**config.mk**
```make
export PLATFORM = sky130hd
export DESIGN_NAME = sem_queue
export DESIGN_NICKNAME = d
export VERILOG_FILES = /design/src/rtl/core/sem_pkg.sv /design/src/rtl/core/sem_queue.sv
export SDC_FILE = /design/constraint.sdc
export NUM_CORES = 1
export LEC_CHECK = 0
export BUFFER_PORTS_ARGS = -buffer_cell sky130_fd_sc_hd__buf_4
export CELL_PAD_IN_SITES_DETAIL_PLACEMENT = 0
export CELL_PAD_IN_SITES_GLOBAL_PLACEMENT = 1
export CORE_UTILIZATION = 45
export DETAILED_ROUTE_END_ITERATION = 16
export PLACE_DENSITY = 0.77
export SLEW_MARGIN = 30
export SYNTH_ARGS = -nofsm -noshare
export SYNTH_HDL_FRONTEND = slang
export SYNTH_SLANG_ARGS = --single-unit
export TNS_END_PERCENT = 5
```
**constraint.sdc**
```tcl
create_clock -name clk -period 2.8 [get_ports clk]
set_clock_uncertainty 0.15 [all_clocks]
set_input_delay 0.28 -clock clk [delete_from_list [all_inputs] [get_ports clk]]
set_output_delay 0.28 -clock clk [all_outputs]
set_load 0.05 [all_outputs]
```
**src/rtl/core/sem_pkg.sv**
```systemverilog
`timescale 1ns / 1ps
package sem_pkg;

  localparam int MAX_WIDTH  = 2048;
  localparam int MAX_HEIGHT = 4096;
  localparam int Q_DEPTH    = 4;
  localparam int Q_PTR_W    = $clog2(Q_DEPTH);
  localparam int Q_CNT_W    = $clog2(Q_DEPTH + 1);

  typedef logic [7:0]          pix_t;
  typedef logic [10:0]         col_t;
  typedef logic [11:0]         row_t;
  typedef logic [11:0]         img_w_t;
  typedef logic [12:0]         img_h_t;
  typedef logic signed [8:0]   grad_t;
  typedef logic [1:0]          cfg_idx_t;
  typedef logic [12:0]         cfg_data_t;
  typedef logic [Q_CNT_W-1:0]  q_cnt_t;
  typedef logic [Q_PTR_W-1:0]  q_ptr_t;

  localparam cfg_idx_t CFG_IMAGE_WIDTH  = 2'd0;
  localparam cfg_idx_t CFG_IMAGE_HEIGHT = 2'd1;

  localparam img_w_t IMG_W_RST = 12'd640;
  localparam img_h_t IMG_H_RST = 13'd480;
  localparam img_w_t IMG_W_MAX = img_w_t'(MAX_WIDTH);
  localparam img_h_t IMG_H_MAX = img_h_t'(MAX_HEIGHT);
  localparam pix_t   MAG_SAT   = 8'hFF;

  typedef struct packed {
    grad_t sx;
    grad_t sy;
    col_t  ccol;
    row_t  crow;
    logic  last;
  } sem_item_t;

  typedef struct packed {
    logic      valid;
    sem_item_t item;
  } sem_qhead_t;

endpackage

```
**src/rtl/core/sem_queue.sv**
```systemverilog
`timescale 1ns / 1ps
module sem_queue import sem_pkg::*; (
  input  logic       clk,
  input  logic       rst_n,
  input  logic       push_valid,
  input  sem_item_t  push_item,
  input  logic       pop,
  output sem_qhead_t head,
  output q_cnt_t     q_free
);

  sem_item_t ent_r [Q_DEPTH];
  q_ptr_t    wr_ptr_r, rd_ptr_r;
  q_cnt_t    cnt_r, cnt_nxt;

  assign head.valid = cnt_r != '0;
  assign head.item  = ent_r[rd_ptr_r];
  assign q_free     = q_cnt_t'(Q_DEPTH) - cnt_r;

  always_comb begin
    case ({push_valid, pop})
      2'b10:   cnt_nxt = cnt_r + q_cnt_t'(1);
      2'b01:   cnt_nxt = cnt_r - q_cnt_t'(1);
      default: cnt_nxt = cnt_r;
    endcase
  end

  always_ff @(posedge clk) begin
    if (!rst_n) begin
      wr_ptr_r <= '0;
      rd_ptr_r <= '0;
      cnt_r    <= '0;
    end else begin
      cnt_r <= cnt_nxt;
      if (push_valid) begin
        wr_ptr_r <= wr_ptr_r + q_ptr_t'(1);
      end
      if (pop) begin
        rd_ptr_r <= rd_ptr_r + q_ptr_t'(1);
      end
    end
  end

  always_ff @(posedge clk) begin
    if (push_valid) begin
      ent_r[wr_ptr_r] <= push_item;
    end
  end

endmodule

```
==> results.py <==
metrics = {
    "routing": {
        "top_layer": "met4",
        "ant_nets": 0,
        "vias": 3119,
        "viasPerCell": 5.09,
        "wl_per_cell_um": 18.1,
        "drt-initial-drc-count": 187,
        "routed_wl_um": 11100,
        "dr.pass1.iters": 4,
        "wl_met1_um": 4640,
        "wl_met2_um": 5790,
        "drc": 0,
        "route.met3.wl_um": 469,
    },
    "clocking": {
        "cts_buffers": 17,
        "cts_tree": "yes",
        "cts_root_buffer": "clkbuf_16",
        "insertion_delay_ns": 0.42,
        "cts_setup_buffers": 0,
        "cts.clk_slew.worst_paths_ns": 0.06,
        "cts_sinks": 177,
        "cts_max_level": 4,
        "cts_buffer_depth": 2,
        "cts_resized": 0,
    },
    "logic_synthesis": {
        "synth-compound-area-share_pct": 0.266,
        "synth.most_common_cell": "edfxtp_1",
        "synth_top_cell_area_share_pct": 76.5,
        "synth_cells": 270,
        "syn_nets": 324,
        "synth.area.top_cells": "edfxtp_1, mux4_2, dfxtp_1, ha_1, buf_12",
        "yosys.area.top_type": "edfxtp_1",
        "synthSimpleGateAreaFrac_pct": 1.25,
        "yosysUniqueCellTypes": 21,
        "syn_area_mm2": 0.00660,
        "synth_fa_ha_area_share_pct": 1.63,
        "muxShareOfSynthArea_pct": 14.6,
        "yosysSeqAreaShare_pct": 79.2,
        "synth_flop_cell": "edfxtp_1",
        "synth_top_family_by_area": "multiplexers",
        "yosys-top-cells-count": "edfxtp_1, mux4_2, and2_1, dfxtp_1, inv_1",
        "synth_enable_flop_cells": 168,
        "syn_area_per_cell_um2": 24.4,
        "synthArstFlopShare_pct": 0,
        "synth-xor-area-share_pct": 0.664,
        "yosysWarnings": 0,
        "ys_seq_elements": 177,
    },
    "outcome": {
        "status": "finished, final reports clean",
    },
    "power_and_ir_drop": {
        "p_per_area_mw_per_mm2": 736,
        "irDropWorstVdd_v": 0.000455,
        "p_leak_nw": 2.92,
    },
    "die": {
        "design.portCount": 92,
        "core_area_mm2": 0.0141,
        "core.rowCount": 43,
        "die-area_mm2": 0.0151,
        "die_w_um": 123,
        "start_util_pct": 46.8,
        "die_h_um": 123,
    },
    "setup_path": {
        "start_kind": "register",
        "r2r_start": "wr_ptr_r[0]",
        "endpoint_kind": "output port",
        "critPathSlowestCell": "mux4_2",
        "cp_cell_sequence": "buf_4, mux4_2, buf_4",
        "critPathBufInv": 2,
        "crit_type": "register to output port",
        "required_ns": 2.37,
        "cpMostUsedCell": "buf_4",
        "slowest_delay_ns": 0.55,
        "crit_family": "multiplexers",
        "critPathArrivalTime_ns": 2.03,
        "crit_fanout": 16,
    },
    "timing": {
        "worst_pin_slew_ns": 0.644,
        "slew_headroom_pct": 57.1,
        "finalCritPeriodShare_pct": 87.8,
        "post-route-min-period_ns": 2.46,
        "max_freq_mhz": 407,
        "setup_viol": 0,
        "hold_viol": 0,
        "fin_tns_setup_ns": 0,
        "rsz0062_at_grt": "no",
        "setup_ws_ns": 0.341,
        "slew_viol_final": 0,
    },
    "hold_path": {
        "min_from": "push_valid",
        "min-delay-path-class": "input pin to register",
    },
    "finish": {
        "area_growth_syn_to_layout_pct": 27.7,
        "fillerInstances": 1023,
        "drive_gt1_share_pct": 38.8,
        "final_cells": 613,
        "nets": 476,
        "antenna_cells": 0,
    },
    "place": {
        "port_buffers": 91,
        "pre_cts_slack_ns": 0.746,
        "gp_congestion": 0.660,
        "dp.cells": 540,
        "dp_hpwl_um": 6540,
    },
    "grt": {
        "overflow": 0,
        "grt_pass1_wl_um": 16500,
        "grt_pass1_vias": 3221,
        "grt_usage_pct": 15.7,
        "grt_max_degree": 43,
        "antenna_found_initial": 0,
    },
    "flow_run": {
        "cap_violations": 0,
    },
}
-- kinds of logic (layout without fill, tap and decap cells) --
kind of cell,after synthesis,count (layout)
AO/OA/AOI/OAI,3,3
buffers and inverters,20,183
XOR/XNOR,5,5
flip-flops,177,177
multiplexers,43,43
AND/OR/NAND/NOR,14,14
adder cells (fa/ha/maj),8,8
-- cell type report --
cell class	count	area [um2]	area share (%)
flip-flops and latches	177	5230	62.1
well taps	180	225	2.67
repair buffers	144	1200	14.3
clock inverters	8	66.3	0.788
multi-input cells	73	1220	14.5
inverters	9	33.8	0.401
clock buffers	22	444	5.27
-- placed cells by master, fill, tap and decap left out, types with 2 or more instances in the layout --
cell           instances
clkbuf_16             17
nand2_1                2
xor2_1                 3
ha_1                   7
mux4_2                40
buf_4                100
clkinv_1               4
xnor2_1                2
and2_2                 4
clkbuf_1               5
edfxtp_1             168
inv_1                  9
dfxtp_1                7
and2_1                 6
o21ai_0                2
dlygate4sd3_1         43
mux4_1                 2
-- final timing paths --
check                               endpoint  depth (start not counted)  slack (ns)
worst min-delay path             wr_ptr_r[1]                          3        0.05
worst max-delay path                head[20]                          3        0.34
worst min register to register      cnt_r[2]                          2        0.35
worst max register to register  ent_r[3][38]                          3        0.86
-- power by group --
part	internal, mW	switching (mW)
Combinational	0.396	0.639
Clock	1.20	0.877
Sequential	3.04	0.0527
-- through the flow --
| step | total power [mW] | hold WS (ns) | area (um2) | utilization, % |
|---|---|---|---|---|
| after CTS | 6.26 | 0.0404 | 8420 | 59.7 |
| after detailed placement | 4.15 | 0.334 | 7480 | 53.1 |
| after floorplan | 3.84 | 0.229 | 6600 | - |
| after global routing | 6.41 | 0.0693 | 8420 | 59.7 |
| final | 6.20 | 0.0496 | 8420 | 59.7 |
| after global placement | 4.13 | 0.329 | 7480 | 53.1 |
-- worst register-to-register path: cells and delay by family (launching register included) --
family / cells / cell delay (ns)
AND/OR/NAND/NOR: 1 / 0.54
flip-flops: 1 / 0.42
buffers and inverters: 1 / 0.34
adder cells (fa/ha/maj): 1 / 0.18
-- flip-flops by register name, summed over array words and instances, names as in the netlist, named ones only --
name,flops
ent_r,168
cnt_r,3
rd_ptr_r,2
wr_ptr_r,2
-- what timing repair did --
action	in CTS	in global routing
endpoints found under the setup margin	0	0
hold buffers	43	0
hold endpoints to repair	177	0
-- metal layers --
layer | vias up | GRT usage [%]
li1 | 1414 | -
met1 | 1623 | 18.7
met2 | 65 | 26.3
met3 | 17 | 4.38
met4 | 0 | 7.68
met5 | - | 0
Power figures use the tool's default switching activity.
