### src/rtl/core/sem_pkg.sv
`timescale 1ns / 1ps
package sem_pkg;

  localparam int MAX_WIDTH  = 2048;
  localparam int MAX_HEIGHT = 4096;
  localparam int Q_DEPTH    = 4;
  localparam int Q_PTR_W    = $clog2(Q_DEPTH);
  localparam int Q_CNT_W    = $clog2(Q_DEPTH + 1);

  typedef logic [7:0]          pix_t;
  typedef logic [10:0]         col_t;
  typedef logic [11:0]         row_t;
  typedef logic [11:0]         img_w_t;
  typedef logic [12:0]         img_h_t;
  typedef logic signed [8:0]   grad_t;
  typedef logic [1:0]          cfg_idx_t;
  typedef logic [12:0]         cfg_data_t;
  typedef logic [Q_CNT_W-1:0]  q_cnt_t;
  typedef logic [Q_PTR_W-1:0]  q_ptr_t;

  localparam cfg_idx_t CFG_IMAGE_WIDTH  = 2'd0;
  localparam cfg_idx_t CFG_IMAGE_HEIGHT = 2'd1;

  localparam img_w_t IMG_W_RST = 12'd640;
  localparam img_h_t IMG_H_RST = 13'd480;
  localparam img_w_t IMG_W_MAX = img_w_t'(MAX_WIDTH);
  localparam img_h_t IMG_H_MAX = img_h_t'(MAX_HEIGHT);
  localparam pix_t   MAG_SAT   = 8'hFF;

  typedef struct packed {
    grad_t sx;
    grad_t sy;
    col_t  ccol;
    row_t  crow;
    logic  last;
  } sem_item_t;

  typedef struct packed {
    logic      valid;
    sem_item_t item;
  } sem_qhead_t;

endpackage

### src/rtl/core/sem_ifs.sv


interface sem_res_if import sem_pkg::*; ();
  logic valid;
  logic ready;
  pix_t magnitude;
  col_t center_col;
  row_t center_row;
  logic frame_last;
  modport source (output valid, output magnitude, output center_col, output center_row,
                  output frame_last, input ready);
  modport sink (input valid, input magnitude, input center_col, input center_row,
                input frame_last, output ready);
endinterface


### src/rtl/core/sem_back.sv
`timescale 1ns / 1ps
module sem_back import sem_pkg::*; (
  input  logic       clk,
  input  logic       rst_n,
  input  sem_qhead_t head,
  output logic       pop,
  sem_res_if.source  out_ch
);

  localparam int SQ_STAGES = 4;

  typedef struct packed {
    logic        valid;
    logic [15:0] qx;
    logic [15:0] qy;
    col_t        ccol;
    row_t        crow;
    logic        last;
  } sq_in_t;

  typedef struct packed {
    logic        valid;
    logic        sat;
    logic [15:0] rad;
    logic [9:0]  rem;
    pix_t        root;
    col_t        ccol;
    row_t        crow;
    logic        last;
  } sq_st_t;

  function automatic sq_st_t sq_step(input sq_st_t st);
    sq_st_t      nx;
    logic [11:0] rem_w;
    logic [11:0] trial;
    nx    = st;
    rem_w = {st.rem, st.rad[15:14]};
    trial = {2'b00, st.root, 2'b01};
    nx.rad = {st.rad[13:0], 2'b00};
    if (rem_w >= trial) begin
      nx.rem  = 10'(rem_w - trial);
      nx.root = {st.root[6:0], 1'b1};
    end else begin
      nx.rem  = rem_w[9:0];
      nx.root = {st.root[6:0], 1'b0};
    end
    return nx;
  endfunction

  logic               adv;
  logic signed [17:0] px2, py2;
  logic [16:0]        sum;
  sq_in_t             p0_r;
  sq_st_t             st_r [SQ_STAGES + 1];
  logic               out_valid_r;
  pix_t               mag_r;
  col_t               ccol_r;
  row_t               crow_r;
  logic               last_r;

  assign adv = !out_valid_r || out_ch.ready;
  assign pop = adv && head.valid;

  assign px2 = head.item.sx * head.item.sx;
  assign py2 = head.item.sy * head.item.sy;
  assign sum = {1'b0, p0_r.qx} + {1'b0, p0_r.qy};

  always_ff @(posedge clk) begin
    if (!rst_n) begin
      p0_r        <= '0;
      out_valid_r <= 1'b0;
      for (int i = 0; i <= SQ_STAGES; i++) begin
        st_r[i] <= '0;
      end
    end else if (adv) begin
      p0_r.valid <= pop;
      p0_r.qx    <= px2[15:0];
      p0_r.qy    <= py2[15:0];
      p0_r.ccol  <= head.item.ccol;
      p0_r.crow  <= head.item.crow;
      p0_r.last  <= head.item.last;

      st_r[0].valid <= p0_r.valid;
      st_r[0].sat   <= sum[16];
      st_r[0].rad   <= sum[15:0];
      st_r[0].rem   <= '0;
      st_r[0].root  <= '0;
      st_r[0].ccol  <= p0_r.ccol;
      st_r[0].crow  <= p0_r.crow;
      st_r[0].last  <= p0_r.last;

      for (int i = 0; i < SQ_STAGES; i++) begin
        st_r[i + 1] <= sq_step(sq_step(st_r[i]));
      end

      out_valid_r <= st_r[SQ_STAGES].valid;
    end
  end

  always_ff @(posedge clk) begin
    if (adv && st_r[SQ_STAGES].valid) begin
      mag_r  <= st_r[SQ_STAGES].sat ? MAG_SAT : st_r[SQ_STAGES].root;
      ccol_r <= st_r[SQ_STAGES].ccol;
      crow_r <= st_r[SQ_STAGES].crow;
      last_r <= st_r[SQ_STAGES].last;
    end
  end

  assign out_ch.valid      = out_valid_r;
  assign out_ch.magnitude  = mag_r;
  assign out_ch.center_col = ccol_r;
  assign out_ch.center_row = crow_r;
  assign out_ch.frame_last = last_r;

endmodule

### src/flat_wrapper.sv
// flat-port wrapper written by rule: the top's interface ports become plain ports
module sem_back_flat import sem_pkg::*;
  (clk, rst_n, head, pop, out_ch_valid, out_ch_magnitude, out_ch_center_col, out_ch_center_row, out_ch_frame_last, out_ch_ready);
  sem_res_if out_ch_i ();
  input  logic clk;
  input  logic rst_n;
  input  sem_qhead_t head;
  output logic pop;
  output wire logic [$bits(out_ch_i.valid)-1:0] out_ch_valid;
  output wire logic [$bits(out_ch_i.magnitude)-1:0] out_ch_magnitude;
  output wire logic [$bits(out_ch_i.center_col)-1:0] out_ch_center_col;
  output wire logic [$bits(out_ch_i.center_row)-1:0] out_ch_center_row;
  output wire logic [$bits(out_ch_i.frame_last)-1:0] out_ch_frame_last;
  input wire logic [$bits(out_ch_i.ready)-1:0] out_ch_ready;
  assign out_ch_valid = out_ch_i.valid;
  assign out_ch_magnitude = out_ch_i.magnitude;
  assign out_ch_center_col = out_ch_i.center_col;
  assign out_ch_center_row = out_ch_i.center_row;
  assign out_ch_frame_last = out_ch_i.frame_last;
  assign out_ch_i.ready = out_ch_ready;
  sem_back u_core (.clk(clk), .rst_n(rst_n), .head(head), .pop(pop), .out_ch(out_ch_i));
endmodule
### config.mk
export PLATFORM = sky130hd
export DESIGN_NAME = sem_back_flat
export DESIGN_NICKNAME = d
export VERILOG_FILES = /design/src/rtl/core/sem_pkg.sv /design/src/rtl/core/sem_ifs.sv /design/src/rtl/core/sem_back.sv /design/src/flat_wrapper.sv
export SDC_FILE = /design/constraint.sdc
export NUM_CORES = 1
export LEC_CHECK = 0
export BUFFER_PORTS_ARGS = -buffer_cell sky130_fd_sc_hd__clkbuf_2
export CAP_MARGIN = 10
export CORE_ASPECT_RATIO = 0.6
export CORE_MARGIN = 5
export CORE_UTILIZATION = 52
export CTS_BUF_LIST = sky130_fd_sc_hd__clkbuf_4
export CTS_CLUSTER_SIZE = 20
export DETAILED_ROUTE_END_ITERATION = 6
export HOLD_SLACK_MARGIN = 0.03
export PLACE_DENSITY = 0.69
export SYNTH_ARGS = -nofsm -noshare
export SYNTH_HDL_FRONTEND = slang
export SYNTH_SLANG_ARGS = --single-unit
### constraint.sdc
create_clock -name clk -period 7.6 [get_ports clk]
set_input_delay 0.76 -clock clk [delete_from_list [all_inputs] [get_ports clk]]
set_output_delay 0.76 -clock clk [all_outputs]
set_load 0.03 [all_outputs]
==> results of run 1 <==
kinds of logic after synthesis:
logic type | count (synthesis) | synth area share (%)
simple gates | 479 | 14.2
compound gates | 211 | 8.35
mux | 11 | 0.729
xor+xnor | 89 | 4.33
fa+ha+maj | 222 | 19.6
flops | 305 | 47.7
buf+inv | 238 | 5.10
worst max-delay path: cells and delay by family:
family | cells | cell delay [ns]
adders and majority gates | 6 | 2.69
AOI/OAI and AO/OA | 6 | 1.29
and+or+nand+nor | 2 | 0.24
xor gates and xnor gates | 1 | 0.19
buffers and inverters | 6 | 0.59
how the worst max path moves through the flow:
stage	startpoint	endpoint	slack, ns
after floorplan	out_ch_ready	u_core.st_r[0][0]$_SDFFCE_PN0P_	1.32
after global placement	head[25]	u_core.p0_r[39]$_SDFFE_PN0N_	1.88
after detailed placement	head[25]	u_core.p0_r[39]$_SDFFE_PN0N_	1.73
after CTS	head[25]	u_core.p0_r[39]$_SDFFE_PN0N_	2.50
after global routing	head[40]	u_core.p0_r[55]$_SDFFE_PN0N_	2.15
final	head[25]	u_core.p0_r[39]$_SDFFE_PN0N_	2.39
through the flow:
stage	power (uW)	worst slack [ns]	util [%]	hold WS, ns	cells
detailed placement	6040	1.73	55.3	0.405	2027
global placement	5950	1.88	55.3	0.401	2027
floorplan	5300	1.32	-	0.400	1555
global route	8090	2.15	58.0	0.198	2149
CTS	7450	2.50	58.0	0.173	2148
finish	7400	2.39	58.0	0.254	2149
sequential cells by signal (all words and copies together), names as in the netlist:
name	flops
u_core.out_ch.frame_last	1
u_core.out_ch.magnitude	8
u_core.out_ch.valid	1
u_core.p0_r	55
u_core.out_ch.center_row	12
u_core.out_ch.center_col	11
u_core.st_r	217
final cells by class:
cell class / count / area (sq um) / area share, %
flip-flops and latches: 305 / 8600 / 43.6
multi-input cells: 1012 / 8520 / 43.2
clock buffers: 111 / 833 / 4.23
inverters: 164 / 623 / 3.16
well taps: 459 / 574 / 2.91
repair buffers: 87 / 458 / 2.32
clock inverters: 10 / 97.6 / 0.495
diodes: 1 / 2.50 / 0.0127
power by group:
group          internal [uW]  total, uW  switching (uW)
clock network            728       1350             621
registers               2070       2190             115
logic                   1680       3860            2190
total                   4480       7400            2920
Yosys cell counts, drive strengths merged (20+ instances only):
cell / instances / area (sq um)
ha: 122 / 1530
dfxtp: 56 / 1120
nand2: 90 / 338
a21oi: 47 / 239
fa: 100 / 2000
and2: 30 / 188
xnor2: 56 / 490
and3: 160 / 1000
nor2b: 20 / 125
a22o: 35 / 307
clkbuf: 67 / 251
xor2: 33 / 289
inv: 164 / 616
edfxtp: 249 / 7480
nor2: 100 / 375
o21ai: 45 / 225
nor3: 24 / 151
layout by cell type, fill, tap and decap left out, types with 56 or more instances in the layout:
master / instances
ha_1: 122
inv_1: 162
clkbuf_4: 111
dfxtp_1: 56
nor2_1: 99
xnor2_1: 56
fa_1: 100
nand2_1: 89
clkbuf_2: 78
and3_1: 160
edfxtp_1: 249
layer usage:
layer  up-vias  global-route usage, %  part of all wire (%)
li1       5618                      -                     -
met5         -                      0                     0
met3        43                   3.59                   4.1
met1      5464                   28.2                    53
met2       184                   25.2                    42
met4         0                   4.65                   1.4
==> reports/qor.yml, run 1 <==
status: "finished clean"
yosysSeqAreaShare_pct: 47.7
fin_area_sq_um: 19700
rows: 52
core_region_area_sq_um: 34000
cp.required_ns: 8.16
period_needed_ns: 5.21
synth_edf_count: 249
synthesis.nets: 1823
numPortBuffers: 79
gp_congestion: 0.912
p_leak_uw: 0.00944
fin_crit_sh_pct: 68.6
yosys_most_used_dff: "edfxtp_1"
antenna_found_initial: 1
grt_pass1_wl_um: 57100
cp_slowest_stage_delay_ns: 0.58
layout-drive-gt1-share_pct: 15.0
overflow: 0
yosys_warnings: 0
grt_use_total_pct: 17.9
ys_ff_latch: 305
vias: 11300
crit_chain: "clkbuf_2 -> inv_1 -> nor2_1 -> inv_1 -> fa_1 -> inv_1 -> fa_1 -> inv_1 -> fa_1 -> inv_1 -> fa_1 -> ha_1 -> ha_1 -> a21o_1 -> a21oi_1 -> nor2b_1 -> o21a_1 -> o41ai_1 -> o21ai_0 -> xnor2_1 -> o21ai_0"
worstReg2RegStart: "u_core.st_r[2][56]$_SDFFCE_PN0P_"
route.detailed.drc: 0
avgSynthCellArea_sq_um: 11.6
cts_buffers: 70
drt_iter0_drc: 703
cts_tree: "done"
synthDistinctLibCells: 70
clock_path_buffers: 3
clk_pin_slew_ns: 0.07
start_util_pct: 53.1
fin_tns_setup_ns: 0
htree_levels: 3
grt_start_max_net_pins: 134
ir_drop_v: 0.000212
synthArstFlopShare_pct: 0
ant_nets: 0
dpl-instance-area_sq_um: 18800
cts_root_buf: "clkbuf_4"
crit_path_frequent_cell: "inv_1"
hold_end: "u_core.p0_r[17]$_SDFFE_PN0N_"
viasPerCell: 5.26
ff2ff_setup_slack_ns: 3.42
arrival_ns: 5.78
layout.nets: 1908
maxCapViolCount: 0
hold_violations: 0
finalMaxSlewViolations: 0
holdPathStages: 2
power.density_nw_per_um2: 375
hpwl_um: 23800
end_kind: "flop"
fp.dieW_um: 250
setup_viol: 0
worstPathMaxFanout: 8
relSlewSlack_pct: 31.8
min_from: "head[17]"
crit_type: "in -> reg"
clk_latency_ns: 0.71
postCtsHoldBufs: 0
r2r-end: "u_core.st_r[3][35]$_SDFFCE_PN0P_"
grt_pass1_vias: 11200
syn-cell-area_sq_um: 18000
max_freq_mhz: 192
first_pass_iters: 5
hp-class: "in -> reg"
nFillCells: 2877
cp-start-kind: "primary input"
fp.dieH_um: 154
die_area_sq_um: 38600
area_delta_synth_final_pct: 9.36
fin_skew_ns: 0.0512
tightestPinTransition_ns: 1.02
cts_num_sinks: 305
wl_per_cell_um: 15.7
rsz0062_at_grt: "no"
rr_worst_depth: 15
boundaryPins: 80
synth_cells: 1555
post_cts_buffers: 0
cts_resized: 0
cp_slowest_cell: "fa_1"
finalWirelength_um: 33800
(Power assumes the default switching activity.)
==> run 2, diff against run 1 <==
ABC_AREA = 1   (was not set)
clock period = 5.2 ns   (was 7.6 ns; I/O delays follow)
==> reports/qor.yml, run 2 <==
status: "finished clean"
fp.dieH_um: 157  # +2.1%
p_leak_uw: 0.0102  # +8.0%
ant_nets: 0  # unchanged
intPower_uw: 6510  # +45%
synthDistinctLibCells: 46  # -34%
sequentialPowerShare_pct: 27.9  # -1.7 points
hpwl_um: 27100  # +14%
cp-start-kind: "primary input"
rsz0062_at_grt: "no"
synth_top_area_share_pct: 39.7  # -1.8 points
overflow: 0  # unchanged
hp-class: "in -> reg"
fin_tns_setup_ns: 0  # unchanged
largest_register_ffs: 217  # unchanged
yosysSeqAreaShare_pct: 45.6  # -2.1 points
fin_skew_ns: 0.0456  # -0.00566 ns
core_region_area_sq_um: 36100  # +6.2%
gp_congestion: 0.858  # -6.0%
ir_drop_v: 0.000285  # +34%
cp.required_ns: 5.79  # -2.37 ns
synthArstFlopShare_pct: 0  # unchanged
cts_resized: 0  # unchanged
p_sw_share_pct: 43.3  # +3.8 points
vias: 13300  # +18%
finalWirelength_um: 37500  # +11%
yosys_most_used_dff: "edfxtp_1"
power_uw: 11500  # +55%
grt_pass1_vias: 13100  # +17%
synth_most_common_cell: "inv_1"
syn-cell-area_sq_um: 18900  # +4.6%
drt_iter0_drc: 1036  # +47%
crit_type: "in -> reg"
dpl-instance-area_sq_um: 19800  # +5.4%
fp.dieW_um: 256  # +2.2%
die_area_sq_um: 40300  # +4.4%
final_common_cell: "inv_1"
power.density_nw_per_um2: 545  # +45%
clk_latency_ns: 0.73  # +0.02 ns
numPortBuffers: 79  # unchanged
p_sw_uw: 4970  # +70%
fin_crit_sh_pct: 85.5
avgSynthCellArea_sq_um: 9.20  # -21%
cts_num_sinks: 305  # unchanged
layout_common_cells: "432 x inv_1, 349 x nand2_1, 288 x nor2_1"
clock_power_share_pct: 18.5  # +0.3 points
yosys_warnings: 0  # unchanged
grt_start_max_net_pins: 140  # +4.5%
max_freq_mhz: 225
relSlewSlack_pct: 28.8  # -3.0 points
arrival_ns: 5.03  # -0.75 ns
combPwrFrac_pct: 53.5  # +1.3 points
setup_viol: 0  # unchanged
clock_path_buffers: 3  # unchanged
synth_cells: 2048  # +32%
worstPathMaxFanout: 5  # -3
area_delta_synth_final_pct: 11.7
end_kind: "flop"
grt_pass1_wl_um: 63300  # +11%
first_pass_iters: 5  # unchanged
ys_ff_latch: 305  # unchanged
rows: 54  # +3.8%
synthesis.nets: 2316  # +27%
cts_buffers: 74  # +5.7%
clk_pin_slew_ns: 0.06  # about the same
fin_area_sq_um: 21100  # +6.9%
viasPerCell: 4.90  # -6.9%
synth_largest_area_cell: "edfxtp_1"
grt_use_total_pct: 19.0  # +1.1 points
hold_violations: 0  # unchanged
finalMaxSlewViolations: 0  # unchanged
cts_tree: "done"
route.detailed.drc: 0  # unchanged
wl_per_cell_um: 13.8  # -13%
layout-drive-gt1-share_pct: 13.2  # -1.8 points
cts_root_buf: "clkbuf_4"
maxCapViolCount: 0  # unchanged
tightestPinTransition_ns: 1.06  # +0.0421 ns
period_needed_ns: 4.45
synth_commonest_cells: "433 x inv_1, 349 x nand2_1, 291 x nor2_1"
start_util_pct: 52.3  # -0.81 points
antenna_found_initial: 1  # unchanged
final_cells: 2721  # +27%
synth_edf_count: 249  # unchanged
placed_cells: 2562  # +26%
boundaryPins: 80  # unchanged
synthTopCellsByArea: "edfxtp_1 40%, fa_1 11%, inv_1 8.6%, ha_1 8.1%, nand2_1 6.9%"
htree_levels: 3  # unchanged
post_cts_buffers: 0  # unchanged
largest-register: "u_core.st_r"
layout.nets: 2454  # +29%
==> run 2: changes by cell type in the layout (fill, tap and decap cells not counted), moves of 30 or more <==
cell	delta
inv_1	+270
nand2_1	+260
nor2_1	+189
and3_1	-160
o21ai_0	+51
xnor2_1	-33
nand3_1	+32
and2_1	-30
==> run 2: cells by family after synthesis <==
family                     after synthesis  synth area share, %
xor gates and xnor gates                47                 2.18
AOI/OAI and AO/OA                      202                 6.15
and+or+nand+nor                        775                 17.4
DFF                                    305                 45.6
buffers and inverters                  497                 9.94
adders and majority gates              222                 18.7
==> run 2: what timing repair did <==
item / CTS / global route
hold buffers: 24 / 0
endpoints found under the setup margin: 0 / 0
hold endpoints to repair: 24 / 0
==> run 2: metal layers <==
layer,global-route usage (%),share of wire (%),up-vias
li1,-,-,6768
met1,29.0,52,6212
met2,28.2,42,304
met3,3.80,5.1,41
met4,4.44,1.3,0
met5,0,0,-
==> run 2: final timing paths <==
| check | startpoint | to | slack [ns] | cells after the start |
|---|---|---|---|---|
| setup / recovery | head[32] | u_core.p0_r[37]$_SDFFE_PN0N_ | 0.75 | 21 |
| hold / removal | head[2] | u_core.p0_r[2]$_SDFFE_PN0N_ | 0.09 | 3 |
| setup reg to reg | u_core.st_r[2][27]$_SDFFCE_PN0P_ | u_core.st_r[3][35]$_SDFFCE_PN0P_ | 1.40 | 19 |
| hold reg to reg | u_core.st_r[4][14]$_SDFFCE_PN0P_ | u_core.out_ch.center_col[1]$_DFFE_PP_ | 0.40 | 0 |
==> run 2: power groups by stage <==
stage,Sequential (uW),Clock (uW),Combinational (uW)
global placement,3250,0,5920
floorplan,3190,0,4840
detailed placement,3250,0,6040
CTS,3200,2200,6110
finish,3200,2130,6140
global route,3230,2330,7030
==> run 2: per-stage QoR <==
stage	worst slack (ns)	utilization, %	hold WS (ns)
5_1_grt	0.457	58.4	0.0628
6_report	0.755	58.4	0.0947
4_1_cts	0.838	58.4	0.0362
3_3_place_gp	0.177	54.8	0.402
2_1_floorplan	0.325	-	0.400
3_5_place_dp	0.0587	54.8	0.405
==> run 2: worst max-delay path, cell delays in order <==
cell and delay (ns):
clkbuf_2 0.12, buf_4 0.16, nand2_1 0.11, fa_1 0.55, inv_1 0.05, fa_1 0.54
fa_1 0.46, fa_1 0.58, fa_1 0.42, ha_1 0.35, inv_1 0.07, o21ai_0 0.25
a31oi_1 0.12, o21ai_0 0.26, nand2_1 0.11, nand2_1 0.07, nand2_1 0.05, nand2_1 0.08
nand2_1 0.05, nand2_1 0.05, o21ai_0 0.07
==> run 2: area by class of cell <==
type | count | area (sq um)
antenna | 1 | 2.50
clock buffer | 120 | 901
clock inverter | 14 | 133
fill | 3188 | 15000
inverter | 443 | 1680
multi-input combinational | 1246 | 8400
sequential | 305 | 8600
tap | 476 | 596
timing repair buffer | 116 | 758
==> run 3, diff against run 2 <==
RECOVER_POWER = 100   (was not set)
==> reports/qor.yml, run 3 (synthesis results as in run 2) <==
holdPathStages: 3  # unchanged
p_leak_uw: 0.0100  # -2.0%
hp-class: "in -> reg"
fin_skew_ns: 0.0448  # -0.000775 ns
largest-register: "u_core.st_r"
multi_input_area_sq_um: 8310  # -0.98%
ff2ff_setup_slack_ns: 0.60  # -0.80 ns
clock_path_buffers: 3  # unchanged
holdWs_ns: 0.0986  # +0.00396 ns
period_needed_ns: 4.62  # +0.172 ns
ant_nets: 0  # unchanged
largest_register_ffs: 217  # unchanged
antenna_found_initial: 1  # unchanged
max_freq_mhz: 217  # -3.7%
vias: 13200  # -0.63%
fin_crit_sh_pct: 88.8  # +3.3 points
grt_pass1_wl_um: 63300  # unchanged
layout.nets: 2454  # unchanged
overflow: 0  # unchanged
finalWirelength_um: 37400  # -0.22%
start_util_pct: 52.3  # unchanged
arrival_ns: 5.20  # +0.17 ns
rr_worst_depth: 18  # -1
area_delta_synth_final_pct: 10.8
layout_common_cells: "433 x inv_1, 354 x nand2_1, 293 x nor2_1"
grt_use_total_pct: 19.0  # unchanged
fin_tns_setup_ns: 0  # unchanged
rsz0062_at_grt: "no"
numPortBuffers: 79  # unchanged
htree_levels: 3  # unchanged
first_pass_iters: 6  # +1
drt_iter0_drc: 1017  # -1.8%
finalMaxSlewViolations: 140  # +140
boundaryPins: 80  # unchanged
route.detailed.drc: 0  # unchanged
relSlewSlack_pct: -107  # -140 points
fp.dieW_um: 256  # unchanged
grt_start_max_net_pins: 140  # unchanged
final_common_cell: "inv_1"
min_from: "head[2]"
die_area_sq_um: 40300  # unchanged
cp.required_ns: 5.78  # about the same
clk_latency_ns: 0.72  # about the same
fp.dieH_um: 157  # unchanged
violations: "capacitance limit, slew limit"
crit_type: "in -> reg"
seq_area_sq_um: 8600  # unchanged
hpwl_um: 27100  # unchanged
core_region_area_sq_um: 36100  # unchanged
layout-drive-gt1-share_pct: 10.7  # -2.5 points
cts_buffers: 74  # unchanged
worstReg2RegStart: "u_core.st_r[2][27]$_SDFFCE_PN0P_"
wl_per_cell_um: 13.7  # -0.22%
hold_violations: 0  # unchanged
cts_tree: "done"
tightestPinTransition_ns: 3.10  # +2.03 ns
grt_pass1_vias: 13100  # unchanged
cts_root_buf: "clkbuf_4"
r2r-end: "u_core.st_r[3][39]$_SDFFCE_PN0P_"
post_cts_buffers: 0  # unchanged
worstPathMaxFanout: 6  # +1
cp-start-kind: "primary input"
gp_congestion: 0.858  # unchanged
status: "complete, but fails checks"
hold_end: "u_core.p0_r[2]$_SDFFE_PN0N_"
viasPerCell: 4.87  # -0.63%
end_kind: "flop"
power.density_nw_per_um2: 544  # -0.21%
ir_drop_v: 0.000279  # -2.1%
cts_num_sinks: 305  # unchanged
setup_viol: 0  # unchanged
nFillCells: 3231  # +1.3%
rows: 54  # unchanged
clk_pin_slew_ns: 0.06  # about the same
maxCapViolCount: 3  # +3
==> run 3: layout make-up <==
cell class,instances,area share (%)
Antenna cell,1,0.0120
Multi-Input combinational cell,1246,39.8
Timing Repair Buffer,116,3.19
Sequential cell,305,41.2
Clock buffer,120,4.31
Clock inverter,14,0.635
Inverter,443,8.02
Tap cell,476,2.85
==> run 3: worst max path at each step <==
| stage | slack (ns) | end | from | cells after the start |
|---|---|---|---|---|
| after floorplan | 0.32 | u_core.p0_r[37]$_SDFFE_PN0N_ | head[24] | 21 |
| after global routing | 0.26 | u_core.st_r[3][39]$_SDFFCE_PN0P_ | u_core.st_r[2][27]$_SDFFCE_PN0P_ | 20 |
| after CTS | 0.84 | u_core.p0_r[53]$_SDFFE_PN0N_ | head[34] | 21 |
| after global placement | 0.18 | u_core.p0_r[53]$_SDFFE_PN0N_ | head[34] | 21 |
| final | 0.58 | u_core.p0_r[37]$_SDFFE_PN0N_ | head[31] | 23 |
| after detailed placement | 0.06 | u_core.p0_r[53]$_SDFFE_PN0N_ | head[34] | 21 |
==> run 3: through the flow <==
| stage | instances | util, % | instance area, sq um | worst slack [ns] | total power (uW) |
|---|---|---|---|---|---|
| floorplan | 2048 | - | 18900 | 0.325 | 8030 |
| global placement | 2562 | 54.8 | 19800 | 0.177 | 9160 |
| detailed placement | 2562 | 54.8 | 19800 | 0.0587 | 9300 |
| CTS | 2720 | 58.4 | 21100 | 0.838 | 11500 |
| global route | 2721 | 57.9 | 20900 | 0.257 | 12500 |
| finish | 2721 | 57.9 | 20900 | 0.582 | 11400 |
==> run 3: metal layers <==
| layer | up-vias | share of wire (%) | GRT usage [%] |
|---|---|---|---|
| met1 | 6160 | 52 | 29.0 |
| met2 | 275 | 42 | 28.2 |
| met4 | 0 | 1.2 | 4.44 |
| li1 | 6770 | - | - |
| met5 | - | 0 | 0 |
| met3 | 36 | 5.0 | 3.80 |
==> run 3: what timing repair did <==
action                    CTS  global route
hold buffers               24             0
resized for setup           0             0
hold endpoints to repair   24             0
==> run 3: where the power goes <==
group,switching (uW),internal (uW)
Sequential,171,3030
Clock,975,1150
Combinational,3740,2290
==> run 3: critical path, cell delays in order <==
cell	delay, ns
clkbuf_1	0.26
clkbuf_1	0.20
nand2_1	0.12
fa_1	0.58
inv_1	0.07
fa_1	0.50
inv_1	0.05
fa_1	0.47
inv_1	0.05
fa_1	0.42
fa_1	0.44
ha_1	0.35
inv_1	0.07
o21ai_0	0.24
a31oi_1	0.11
o21ai_0	0.26
nand2_1	0.10
nand2_1	0.07
nand2_1	0.05
nand2_1	0.08
nand2_1	0.05
nand2_1	0.05
o21ai_0	0.08
